`src/rtl/signed_int_to_decimal_ascii_core_defines.svh`:
```
// ---------------------------------------------------------------------------
// Assertion macros for the signed integer to decimal ASCII core
// Shared helpers that write clocked properties on clk with rst as disable.
// ---------------------------------------------------------------------------
`ifndef SIGNED_INT_TO_DECIMAL_ASCII_CORE_DEFINES_SVH
`define SIGNED_INT_TO_DECIMAL_ASCII_CORE_DEFINES_SVH

// Consequent must hold in the same cycle as the antecedent.
`define SIDA_ASSERT_NOW(lbl, ante, cons) \
  lbl: assert property (@(posedge clk) disable iff (rst) (ante) |-> (cons)) \
    else $error("sida: same-cycle check failed");

// Consequent must hold in the cycle after the antecedent.
`define SIDA_ASSERT_NEXT(lbl, ante, cons) \
  lbl: assert property (@(posedge clk) disable iff (rst) (ante) |=> (cons)) \
    else $error("sida: next-cycle check failed");

`endif

```
`src/rtl/sida_pkg.sv`:
```
// ---------------------------------------------------------------------------
// sida_pkg
// Types and constants shared by the decimal ASCII conversion core.
// ---------------------------------------------------------------------------
`default_nettype none

package sida_pkg;

  localparam logic [7:0]  CHAR_ZERO   = 8'h30;
  localparam logic [7:0]  CHAR_MINUS  = 8'h2D;
  localparam logic [3:0]  SIZE_CAP    = 4'd12;
  localparam logic [3:0]  MIN_SIZE    = 4'd2;
  // floor(x / 10) == (x * RECIP10) >> RECIP_SHIFT for every 32-bit x.
  localparam logic [31:0] RECIP10     = 32'hCCCC_CCCD;
  localparam int          RECIP_SHIFT = 35;

  typedef enum logic [2:0] {
    ST_IDLE,
    ST_MUL,
    ST_REM,
    ST_SIGN,
    ST_EMIT
  } state_t;

  // Commands from the sequencer to the divide-by-ten unit.
  typedef struct packed {
    logic init;
    logic mul;
    logic advance;
  } div_ctrl_t;

endpackage

`default_nettype wire

```
`src/rtl/sida_div10.sv`:
```
// ---------------------------------------------------------------------------
// sida_div10
// Shared divide-by-ten unit: reciprocal multiply, then quotient and digit.
// ---------------------------------------------------------------------------
`default_nettype none

module sida_div10
  import sida_pkg::*;
(
  input  wire logic        clk,
  input  wire div_ctrl_t   ctrl,
  input  wire logic [31:0] init_value,
  output logic [3:0]       digit,
  output logic             quot_zero
);

  logic [31:0] mag;
  logic [63:0] prod;
  logic [28:0] quot;
  logic [31:0] quot_ext;
  logic [31:0] quot_x10;
  logic [31:0] rem_full;

  // The product is registered so the subtract below starts from a flop.
  assign quot     = prod[63:RECIP_SHIFT];
  assign quot_ext = {3'b000, quot};
  assign quot_x10 = {quot_ext[28:0], 3'b000} + {quot_ext[30:0], 1'b0};
  assign rem_full = mag - quot_x10;
  assign digit    = rem_full[3:0];
  assign quot_zero = (quot == 29'd0);

  always_ff @(posedge clk) begin
    if (ctrl.init) begin
      mag <= init_value;
    end else if (ctrl.advance) begin
      mag <= quot_ext;
    end
    if (ctrl.mul) begin
      prod <= 64'(mag) * 64'(RECIP10);
    end
  end

endmodule

`default_nettype wire

```
`src/rtl/sida_charbuf.sv`:
```
// ---------------------------------------------------------------------------
// sida_charbuf
// Small character store: one write port, one registered read port.
// ---------------------------------------------------------------------------
`default_nettype none

module sida_charbuf #(
  parameter int DEPTH = 11,
  parameter int AW    = 4
) (
  input  wire logic          clk,
  input  wire logic          we,
  input  wire logic [AW-1:0] waddr,
  input  wire logic [7:0]    wdata,
  input  wire logic [AW-1:0] raddr,
  output logic [7:0]         rdata
);

  logic [7:0] mem [DEPTH];

  // The read data register doubles as the character output register.
  always_ff @(posedge clk) begin
    if (we) begin
      mem[waddr] <= wdata;
    end
    rdata <= mem[raddr];
  end

endmodule

`default_nettype wire

```
`src/rtl/signed_int_to_decimal_ascii_core.sv`:
```
// ---------------------------------------------------------------------------
// signed_int_to_decimal_ascii_core
// Converts a signed 32-bit number into a stream of decimal ASCII characters.
// ---------------------------------------------------------------------------
// Usage:
//   A word (number, buffer_size) is taken at a rising edge where start is
//   high and busy is low. buffer_size counts one place for a terminator that
//   is never sent and saturates at 12; a size below 2 is accepted but yields
//   no characters and leaves busy low.
//   Each character leaves on character/last with strobe high for exactly one
//   cycle, most significant first, last set on the final one. The receiver
//   cannot stall the stream, so no back-pressure exists on the output side.
// Sequence:
//   The shared divide-by-ten unit handles each digit as a registered
//   reciprocal multiply (ST_MUL) and then the subtract (ST_REM), an
//   optional ST_SIGN state writes the sign, and ST_EMIT then feeds the
//   registered store read, one character after another. The first
//   character is strobed once the sequencer has entered ST_EMIT and the
//   strobe register has taken it up; the final character is strobed in
//   the first cycle in which busy is low.
// Reset:
//   rst returns the sequencer to idle and clears strobe; no pass is needed.
// ---------------------------------------------------------------------------
`default_nettype none

`include "signed_int_to_decimal_ascii_core_defines.svh"

module signed_int_to_decimal_ascii_core
  import sida_pkg::*;
#(
  parameter int MAX_DIGITS = 10
) (
  input  wire logic               clk,
  input  wire logic               rst,
  input  wire logic               start,
  output logic                    busy,
  input  wire logic signed [31:0] number,
  input  wire logic        [3:0]  buffer_size,
  output logic                    strobe,
  output logic             [7:0]  character,
  output logic                    last
);

  // The store holds up to MAX_DIGITS digits plus a sign.
  localparam int SLOTS = MAX_DIGITS + 1;
  localparam int AW    = (SLOTS > 1) ? $clog2(SLOTS) : 1;
  localparam int CW    = $clog2(SLOTS + 1);
  localparam int CMPW  = (CW > 4) ? CW : 4;

  state_t state, state_next;

  // Sequencer registers.
  logic [CW-1:0] n, n_next;
  logic [3:0]    room, room_next;
  logic          neg, neg_next;

  // Output register inputs.
  logic          strobe_next;
  logic          last_next;

  // Datapath controls.
  div_ctrl_t     div_ctrl;
  logic [3:0]    digit;
  logic          quot_zero;
  logic          buf_we;
  logic [7:0]    buf_wdata;
  logic [7:0]    buf_rdata;
  logic [AW-1:0] buf_waddr;
  logic [AW-1:0] buf_raddr;

  // Input decode for the accept cycle.
  logic          accept;
  logic          size_ok;
  logic [3:0]    size_sat;
  logic [31:0]   num_u;
  logic [31:0]   mag_in;

  // Count compares are done at a common width.
  logic [CW-1:0]   n_inc;
  logic [CW-1:0]   n_dec;
  logic [CMPW-1:0] n_inc_cmp;
  logic [CMPW-1:0] n_cmp;
  logic [CMPW-1:0] room_cmp;
  logic            more_digits;
  logic            sign_after_digit;
  logic            sign_fits;

  assign busy     = (state != ST_IDLE);
  assign accept   = start && !busy;
  assign size_sat = (buffer_size > SIZE_CAP) ? SIZE_CAP : buffer_size;
  assign size_ok  = (buffer_size >= MIN_SIZE);
  assign num_u    = unsigned'(number);
  // Two's complement negate; the minimum integer maps onto magnitude 2^31.
  assign mag_in   = number[31] ? (32'd0 - num_u) : num_u;

  assign n_inc     = n + CW'(1);
  assign n_dec     = n - CW'(1);
  assign n_inc_cmp = CMPW'(n_inc);
  assign n_cmp     = CMPW'(n);
  assign room_cmp  = CMPW'(room);

  // After storing the current digit, go on while the quotient is nonzero and
  // neither the caller's room nor the digit cap is used up.
  assign more_digits = !quot_zero && (n_inc_cmp < room_cmp) &&
                       (n_inc_cmp < CMPW'(MAX_DIGITS));
  assign sign_after_digit = neg && (n_inc_cmp < room_cmp);
  assign sign_fits = (n_cmp < room_cmp);

  sida_div10 u_div10 (
    .clk        (clk),
    .ctrl       (div_ctrl),
    .init_value (mag_in),
    .digit      (digit),
    .quot_zero  (quot_zero)
  );

  sida_charbuf #(
    .DEPTH (SLOTS),
    .AW    (AW)
  ) u_charbuf (
    .clk   (clk),
    .we    (buf_we),
    .waddr (buf_waddr),
    .wdata (buf_wdata),
    .raddr (buf_raddr),
    .rdata (buf_rdata)
  );

  assign buf_waddr = n[AW-1:0];
  // Characters are read back from the top of the store downward.
  assign buf_raddr = n_dec[AW-1:0];
  // The registered store read lines up with strobe and last.
  assign character = buf_rdata;

  // Next-state logic.
  always_comb begin
    state_next = state;
    case (state)
      ST_IDLE: begin
        if (accept && size_ok) begin
          state_next = ST_MUL;
        end
      end
      ST_MUL: begin
        state_next = ST_REM;
      end
      ST_REM: begin
        if (more_digits) begin
          state_next = ST_MUL;
        end else if (sign_after_digit) begin
          state_next = ST_SIGN;
        end else begin
          state_next = ST_EMIT;
        end
      end
      ST_SIGN: begin
        state_next = ST_EMIT;
      end
      ST_EMIT: begin
        if (n == CW'(1)) begin
          state_next = ST_IDLE;
        end
      end
      default: begin
        state_next = ST_IDLE;
      end
    endcase
  end

  // Output and datapath control logic.
  always_comb begin
    n_next         = n;
    room_next      = room;
    neg_next       = neg;
    div_ctrl       = '0;
    buf_we         = 1'b0;
    buf_wdata      = CHAR_ZERO;
    strobe_next    = 1'b0;
    last_next      = 1'b0;
    case (state)
      ST_IDLE: begin
        if (accept && size_ok) begin
          div_ctrl.init = 1'b1;
          n_next        = '0;
          room_next     = size_sat - 4'd1;
          neg_next      = number[31];
        end
      end
      ST_MUL: begin
        div_ctrl.mul = 1'b1;
      end
      ST_REM: begin
        div_ctrl.advance = 1'b1;
        buf_we           = 1'b1;
        buf_wdata        = CHAR_ZERO + {4'd0, digit};
        n_next           = n_inc;
      end
      ST_SIGN: begin
        buf_we    = sign_fits;
        buf_wdata = CHAR_MINUS;
        n_next    = n_inc;
      end
      ST_EMIT: begin
        strobe_next = 1'b1;
        last_next   = (n == CW'(1));
        n_next      = n_dec;
      end
      default: begin
        n_next = '0;
      end
    endcase
  end

  always_ff @(posedge clk) begin
    if (rst) begin
      state  <= ST_IDLE;
      strobe <= 1'b0;
      n      <= '0;
    end else begin
      state  <= state_next;
      strobe <= strobe_next;
      n      <= n_next;
    end
    room      <= room_next;
    neg       <= neg_next;
    last      <= last_next;
  end

  // The final read of the store must come out flagged as the last word.
  `SIDA_ASSERT_NEXT(a_last_follows_final_read, (state == ST_EMIT) && (n == CW'(1)),
                    strobe && last)
  // A refused word never starts a conversion or produces output.
  `SIDA_ASSERT_NEXT(a_refused_word_is_silent, accept && !size_ok, !busy && !strobe)
  // More words of the same number still have to come while busy.
  `SIDA_ASSERT_NOW(a_more_words_while_busy, strobe && !last, busy)
  // The digit subtract always follows a multiply cycle.
  `SIDA_ASSERT_NOW(a_rem_after_mul, state == ST_REM, $past(state == ST_MUL))

endmodule

`default_nettype wire
```
`config.mk`:
```
export PLATFORM = sky130hd
export DESIGN_NAME = signed_int_to_decimal_ascii_core
export DESIGN_NICKNAME = d
export VERILOG_FILES = /design/src/rtl/sida_pkg.sv /design/src/rtl/sida_div10.sv /design/src/rtl/sida_charbuf.sv /design/src/rtl/signed_int_to_decimal_ascii_core.sv
export VERILOG_INCLUDE_DIRS = /design/src /design/src/rtl
export SDC_FILE = /design/constraint.sdc
export NUM_CORES = 1
export LEC_CHECK = 0
export ABC_CLOCK_PERIOD_IN_PS = 8560
export BUFFER_PORTS_ARGS = -buffer_cell sky130_fd_sc_hd__buf_2
export CAP_MARGIN = 25
export CORE_MARGIN = 3
export CORE_UTILIZATION = 40
export DETAILED_ROUTE_END_ITERATION = 10
export SLEW_MARGIN = 20
export SYNTH_ARGS = -nofsm -noshare
export SYNTH_HDL_FRONTEND = slang
export SYNTH_HIERARCHICAL = 1
export SYNTH_SLANG_ARGS = --single-unit
```
`constraint.sdc`:
```
create_clock -name clk -period 8.56 [get_ports clk]
set_input_delay 2.14 -clock clk [delete_from_list [all_inputs] [get_ports clk]]
set_output_delay 2.14 -clock clk [all_outputs]
set_load 0.02 [all_outputs]
```
==> results.yml, run 1 <==
global_route:
  grt_max_degree: 41
  antenna_found_initial: 2
  grt_pass1_wl_um: 108000
  gr-total-overflow: 0
  grt_util_all_layers: 0.220
  grt_pass1_vias: 17900
detailed_routing:
  vias: 16700
  ant_nets: 0
  firstDrtPassIters: 5
  dr.first_iter.drc_count: 1040
  drcViolationCount: 0
  wire_per_inst_um: 21.7
  wirelength_um: 70700
  routed_via_density: 5.13
worst_setup_path:
  endpoint_kind: "flop"
  critPathMaxFanout: 8
  r2r_start: "u_div10/mag[1]$_DFFE_PP_"
  critPathLaunchType: "flop"
  r2r_slack_ns: 0.42
  cp_common_cell: "fa_1"
  crit_chain: "ha_1, xor2_1, ha_1, or2_2, fa_1, fa_1, fa_1, fa_1, fa_1, inv_1, fa_1, inv_1, ha_1, nand4_1, a2111o_1, a311oi_2, o31ai_1, a21oi_2, a21oi_2, o31ai_1, xor2_1"
  path_delay_family: "adder cells"
  crit_slowest_cell: "edfxtp_1"
  cp_num_buf_inv: 2
  reg2reg_depth: 21
  reg2reg_to: "u_div10/prod[62]$_DFFE_PP_"
  crit_cells: 21
  path_class: "flop to flop"
  crit_path_max_incr_delay_ns: 0.60
  worstPathRequired_ns: 8.77
  critPathArrivalTime_ns: 8.35
final_layout:
  fillers: 5839
  drive_above_1_share: 0.0728
  nNetsFinal: 3203
  multiInputGateArea_um2: 17400
  seq_area_um2: 4960
  area_delta_synth_final_pct: 7.62
synthesis:
  synth_area_leaders: "fa_1 (31%), edfxtp_1 (19%), ha_1 (18%), inv_1 (9.6%), xnor2_1 (2.6%)"
  yosysWarnings: 6
  synthCells: 2348
  ys_seq_area_frac: 0.199
  yosysTopAreaCellShare: 0.310
  netlist_area_um2: 24900
  ys_types: 79
  avgSynthCellArea_um2: 10.6
  synth-edff-count: 154
  synthTopCellsByCount: "inv_1 (641), fa_1 (386), ha_1 (360), edfxtp_1 (154), nand2_1 (83)"
  synth_top_flop_cell: "edfxtp_1"
  yosys.cell_count.top_type: "inv_1"
  ys_ff_latch: 171
  synth_area_leader_cell: "fa_1"
  synthArstFlopShare: 0
place:
  place_congestion: 0.985
  portBuffers: 49
  dp_hpwl_um: 61800
sta:
  fin_crit_ns: 8.14
  min_period_over_period: 0.951
  drv_slew: 0
  tns_ns: 0
  timing.hold.ws_ns: 0.595
  relSlewSlack: 0.328
  fmax_mhz: 123
  skew_ns: 0.0213
  hold_viol: 0
  grt_setup_unrepaired: "false"
  worst_pin_slew_ns: 1.01
  finalSetupViolCount: 0
status:
  outcome: "finished, final reports clean"
hold_path:
  whs_path_depth: 1
  hold_path.class: "flop to flop"
  hold_end: "u_div10/mag[24]$_DFFE_PP_"
  hp-start: "u_div10/prod[59]$_DFFE_PP_"
floorplan:
  rows: 90
  start_util: 0.409
  boundaryPins: 50
  fp.dieH_um: 256
  core_area_um2: 61000
  die_w_um: 256
  die_area_um2: 65400
clocking:
  clk_latency_ns: 0.47
  cts_made_buffers: 17
  clockBufferDepth: 2
  cts-resized-gates: 0
  cts_root_buffer: "clkbuf_16"
  h-tree-depth: 4
  clk_pin_slew_worst_paths_ns: 0.08
  tritoncts: "built"
  cts_hold_buf: 0
  cts_sinks: 171
  postCtsSetupBuffers: 0
job:
  maxCapViolCount: 0
## worst max-delay path by stage
stage / to / from / slack (ns)
global placement: u_div10/prod[63]$_DFFE_PP_ / u_div10/mag[3]$_DFFE_PP_ / 0.57
CTS: u_div10/prod[63]$_DFFE_PP_ / u_div10/mag[0]$_DFFE_PP_ / 0.56
floorplan: u_div10/prod[63]$_DFFE_PP_ / u_div10/mag[9]$_DFFE_PP_ / 1.66
global route: u_div10/prod[62]$_DFFE_PP_ / u_div10/mag[2]$_DFFE_PP_ / 0.30
detailed placement: u_div10/prod[63]$_DFFE_PP_ / u_div10/mag[0]$_DFFE_PP_ / 0.61
finish: u_div10/prod[62]$_DFFE_PP_ / u_div10/mag[1]$_DFFE_PP_ / 0.42
## flip-flops by register name, indices dropped and copies added, names as in the netlist
signal and count:
u_charbuf/rdata 8, u_div10/prod 29, room 4, state 3, u_charbuf/mem 88, buf_waddr 4
neg 1, u_div10/mag 32, strobe 1, last 1
## layer usage
layer	share of wire	vias to the layer above	global-route usage
li1	-	7665	-
met1	0.42	8420	0.281
met2	0.48	498	0.363
met3	0.051	123	0.0392
met4	0.053	2	0.108
met5	0.00024	-	0
## placed cells by master, fill, tap and decap left out, types with 8 or more instances in the layout
cell       count
nor2_1        45
o31ai_1       20
inv_1        640
o22ai_1       11
o21bai_1      11
edfxtp_1     154
conb_1        33
a31oi_1        8
o211ai_1      15
nand2_1       83
clkbuf_16     17
xnor2_1       74
buf_4         15
o21a_1         8
and2_1        14
mux2_2        53
nand4_1       21
nor2b_1       10
buf_2         49
dfxtp_1       17
nor3_1        14
nand2b_1      18
o21ai_0       48
a22o_1         8
ha_1         360
nand3_1       16
a21oi_1       78
fa_1         386
a21o_1        29
mux2i_1       16
xor2_1        43
nor4_1         9
## kinds of logic (layout without fill, tap and decap cells)
| kind of cell | count (synthesis) | after routing | synth area share |
|---|---|---|---|
| buffers and inverters | 686 | 738 | 0.107 |
| AO/OA/AOI/OAI | 281 | 281 | 0.0743 |
| other | 2 | 34 | 0.000301 |
| adder cells (fa/ha/maj) | 746 | 746 | 0.490 |
| flip-flops | 171 | 171 | 0.199 |
| AND/OR/NAND/NOR | 276 | 276 | 0.0580 |
| XOR/XNOR | 117 | 117 | 0.0411 |
| multiplexers | 69 | 69 | 0.0303 |
## worst register-to-register path, cell delays in order, from the launching register on
cell	delay [ns]
edfxtp_1	0.60
ha_1	0.59
xor2_1	0.22
ha_1	0.26
or2_2	0.34
fa_1	0.56
fa_1	0.47
fa_1	0.55
fa_1	0.44
fa_1	0.49
inv_1	0.04
fa_1	0.47
inv_1	0.04
ha_1	0.41
nand4_1	0.34
a2111o_1	0.42
a311oi_2	0.55
o31ai_1	0.25
a21oi_2	0.31
a21oi_2	0.13
o31ai_1	0.30
xor2_1	0.10
## layout make-up
type / count / share of cell area
clock inverter: 15 / 0.00741
clock buffer: 17 / 0.0158
sequential: 171 / 0.185
multi-input combinational: 1522 / 0.650
tap: 828 / 0.0386
inverter: 641 / 0.0896
timing repair buffer: 65 / 0.0139
antenna: 1 / 0.0000932
## per-stage QoR
| step | setup WS [ns] | cells | cell area [um^2] | utilization |
|---|---|---|---|---|
| after global placement | 0.565 | 3226 | 26200 | 0.429 |
| after global routing | 0.299 | 3259 | 26800 | 0.440 |
| after detailed placement | 0.606 | 3227 | 26200 | 0.430 |
| after floorplan | 1.66 | 2379 | 25100 | - |
| after CTS | 0.564 | 3259 | 26800 | 0.440 |
| final | 0.416 | 3260 | 26800 | 0.440 |
Power of run 1 is not shown: default switching activity piles up to over one toggle a cycle in this logic, so the estimate is an artifact.
==> run 2: changes to the inputs <==
PLACE_DENSITY = 0.66   (was default)
==> run 2 against run 1 <==
  * Sequential cell count stayed put
  * First-iteration DRC count is 22% higher
  * Hold slack worse by 0.013 ns
  * Core utilization hardly changed
  * Maximum frequency is 1.1% higher
  * Via count is 0.65% higher
  * Critical path depth is 1 lower
  * Register-to-register slack better by 0.09 ns
  * Clock-buffer cell count is 1 higher
  * Wire length is 2.0% lower
  * Largest cell class unchanged
==> results.yml, run 2 (synthesized netlist as in run 1, its figures left out) <==
status:
  outcome: "finished, final reports clean"
final_layout:
  reg.largest.list: "u_charbuf/mem: 88 flops, u_div10/mag: 32 flops, u_div10/prod: 29 flops"
  seq_area_um2: 4960
  fillers: 5785
  nNetsFinal: 3204
  drive_above_1_share: 0.0732
  multiInputGateArea_um2: 17400
  num_antenna_cells: 0
  final_common_cell: "inv_1"
  area_delta_synth_final_pct: 7.66
  top_register: "u_charbuf/mem"
  final_cells: 3260
  largest_register_ffs: 88
  final_cell_mix: "inv_1 (639), fa_1 (386), ha_1 (360)"
detailed_routing:
  firstDrtPassIters: 5
  drcViolationCount: 0
  vias: 16800
  wire_per_inst_um: 21.3
  routed_via_density: 5.16
  wirelength_um: 69300
  dr.first_iter.drc_count: 1270
  ant_nets: 0
floorplan:
  die_area_um2: 65400
  die_w_um: 256
  fp.dieH_um: 256
  boundaryPins: 50
  core_area_um2: 61000
  start_util: 0.409
  rows: 90
job:
  maxCapViolCount: 0
sta:
  skew_ns: 0.0188
  grt_setup_unrepaired: "false"
  fmax_mhz: 124
  finalSetupViolCount: 0
  hold_viol: 0
  worst_pin_slew_ns: 1.00
  fin_crit_ns: 8.05
  tns_ns: 0
  min_period_over_period: 0.941
  relSlewSlack: 0.330
  drv_slew: 0
worst_setup_path:
  reg2reg_to: "u_div10/prod[62]$_DFFE_PP_"
  path_class: "flop to flop"
  critPathLaunchType: "flop"
  r2r_start: "u_div10/mag[3]$_DFFE_PP_"
  critPathMaxFanout: 8
  critPathArrivalTime_ns: 8.24
  worstPathRequired_ns: 8.75
  reg2reg_depth: 20
  endpoint_kind: "flop"
  r2r_slack_ns: 0.51
global_route:
  gr-total-overflow: 0
  grt_pass1_wl_um: 107000
  grt_util_all_layers: 0.215
  antenna_found_initial: 1
  grt_pass1_vias: 17800
  grt_max_degree: 41
clocking:
  clk_pin_slew_worst_paths_ns: 0.07
  cts_made_buffers: 17
  cts_hold_buf: 0
  tritoncts: "built"
  clockBufferDepth: 2
  clk_latency_ns: 0.46
  h-tree-depth: 4
  cts-resized-gates: 0
  cts_sinks: 171
  cts_root_buffer: "clkbuf_16"
  postCtsSetupBuffers: 0
place:
  dp_cells: 3227
  dp_hpwl_um: 60200
  place_congestion: 0.976
  portBuffers: 49
hold_path:
  hold_end: "u_charbuf/rdata[6]$_DFF_P_"
  hp-start: "u_charbuf/mem[10][6]$_DFFE_PP_"
  whs_path_depth: 3
  hold_path.class: "flop to flop"
==> run 2: cell count changes in the layout (fill, tap and decap cells not counted) <==
| cell | delta |
|---|---|
| buf_16 | +1 |
| buf_4 | +1 |
| buf_8 | -1 |
| bufinv_16 | +1 |
| clkbuf_8 | +1 |
| clkinv_1 | +1 |
| clkinv_2 | +2 |
| clkinv_8 | +1 |
| diode_2 | -1 |
| inv_1 | -1 |
| inv_12 | -4 |
| inv_8 | -1 |
==> run 2: metrics by stage <==
stage	utilization	worst slack [ns]	hold WS (ns)	cell area, um^2
after floorplan	-	1.66	0.539	25100
after global placement	0.430	0.601	0.569	26200
after detailed placement	0.430	0.689	0.567	26200
after CTS	0.440	0.609	0.590	26800
after global routing	0.440	0.269	0.617	26900
final	0.440	0.508	0.581	26900
==> run 2: final cells by class <==
cell class / instances / area share
clock buffer: 18 / 0.0163
inverter: 641 / 0.0896
timing repair buffer: 66 / 0.0146
multi-input combinational: 1522 / 0.649
sequential: 171 / 0.185
tap: 828 / 0.0386
clock inverter: 14 / 0.00666
==> run 2: worst max-delay path by stage <==
stage	slack [ns]	endpoint	from	depth (start not counted)
floorplan	1.66	u_div10/prod[63]$_DFFE_PP_	u_div10/mag[9]$_DFFE_PP_	24
global placement	0.60	u_div10/prod[61]$_DFFE_PP_	u_div10/mag[3]$_DFFE_PP_	21
detailed placement	0.69	u_div10/prod[61]$_DFFE_PP_	u_div10/mag[3]$_DFFE_PP_	22
CTS	0.61	u_div10/prod[62]$_DFFE_PP_	u_div10/mag[3]$_DFFE_PP_	20
global route	0.27	u_div10/prod[61]$_DFFE_PP_	u_div10/mag[3]$_DFFE_PP_	21
finish	0.51	u_div10/prod[62]$_DFFE_PP_	u_div10/mag[3]$_DFFE_PP_	20
==> run 2: critical path, cell delays in order (launching register included) <==
cell      delay [ns]
edfxtp_1        0.63
ha_1            0.57
xor2_1          0.65
xor2_1          0.23
fa_1            0.47
fa_1            0.51
fa_1            0.58
fa_1            0.45
fa_1            0.49
inv_1           0.05
fa_1            0.47
inv_1           0.04
ha_1            0.40
nand4_1         0.27
a2111o_1        0.39
a311oi_2        0.53
o31ai_1         0.22
a21oi_2         0.27
a21oi_2         0.12
o31ai_1         0.31
xor2_1          0.12
==> run 2: per-layer routing <==
metal / up-vias / routed length [um] / GRT usage
met4: 2 / 3740 / 0.108
met1: 8535 / 29400 / 0.283
met5: - / 13 / 0
met2: 510 / 33000 / 0.349
li1: 7642 / - / -
met3: 128 / 3180 / 0.0316
Power of run 2 is left out for the same reason.
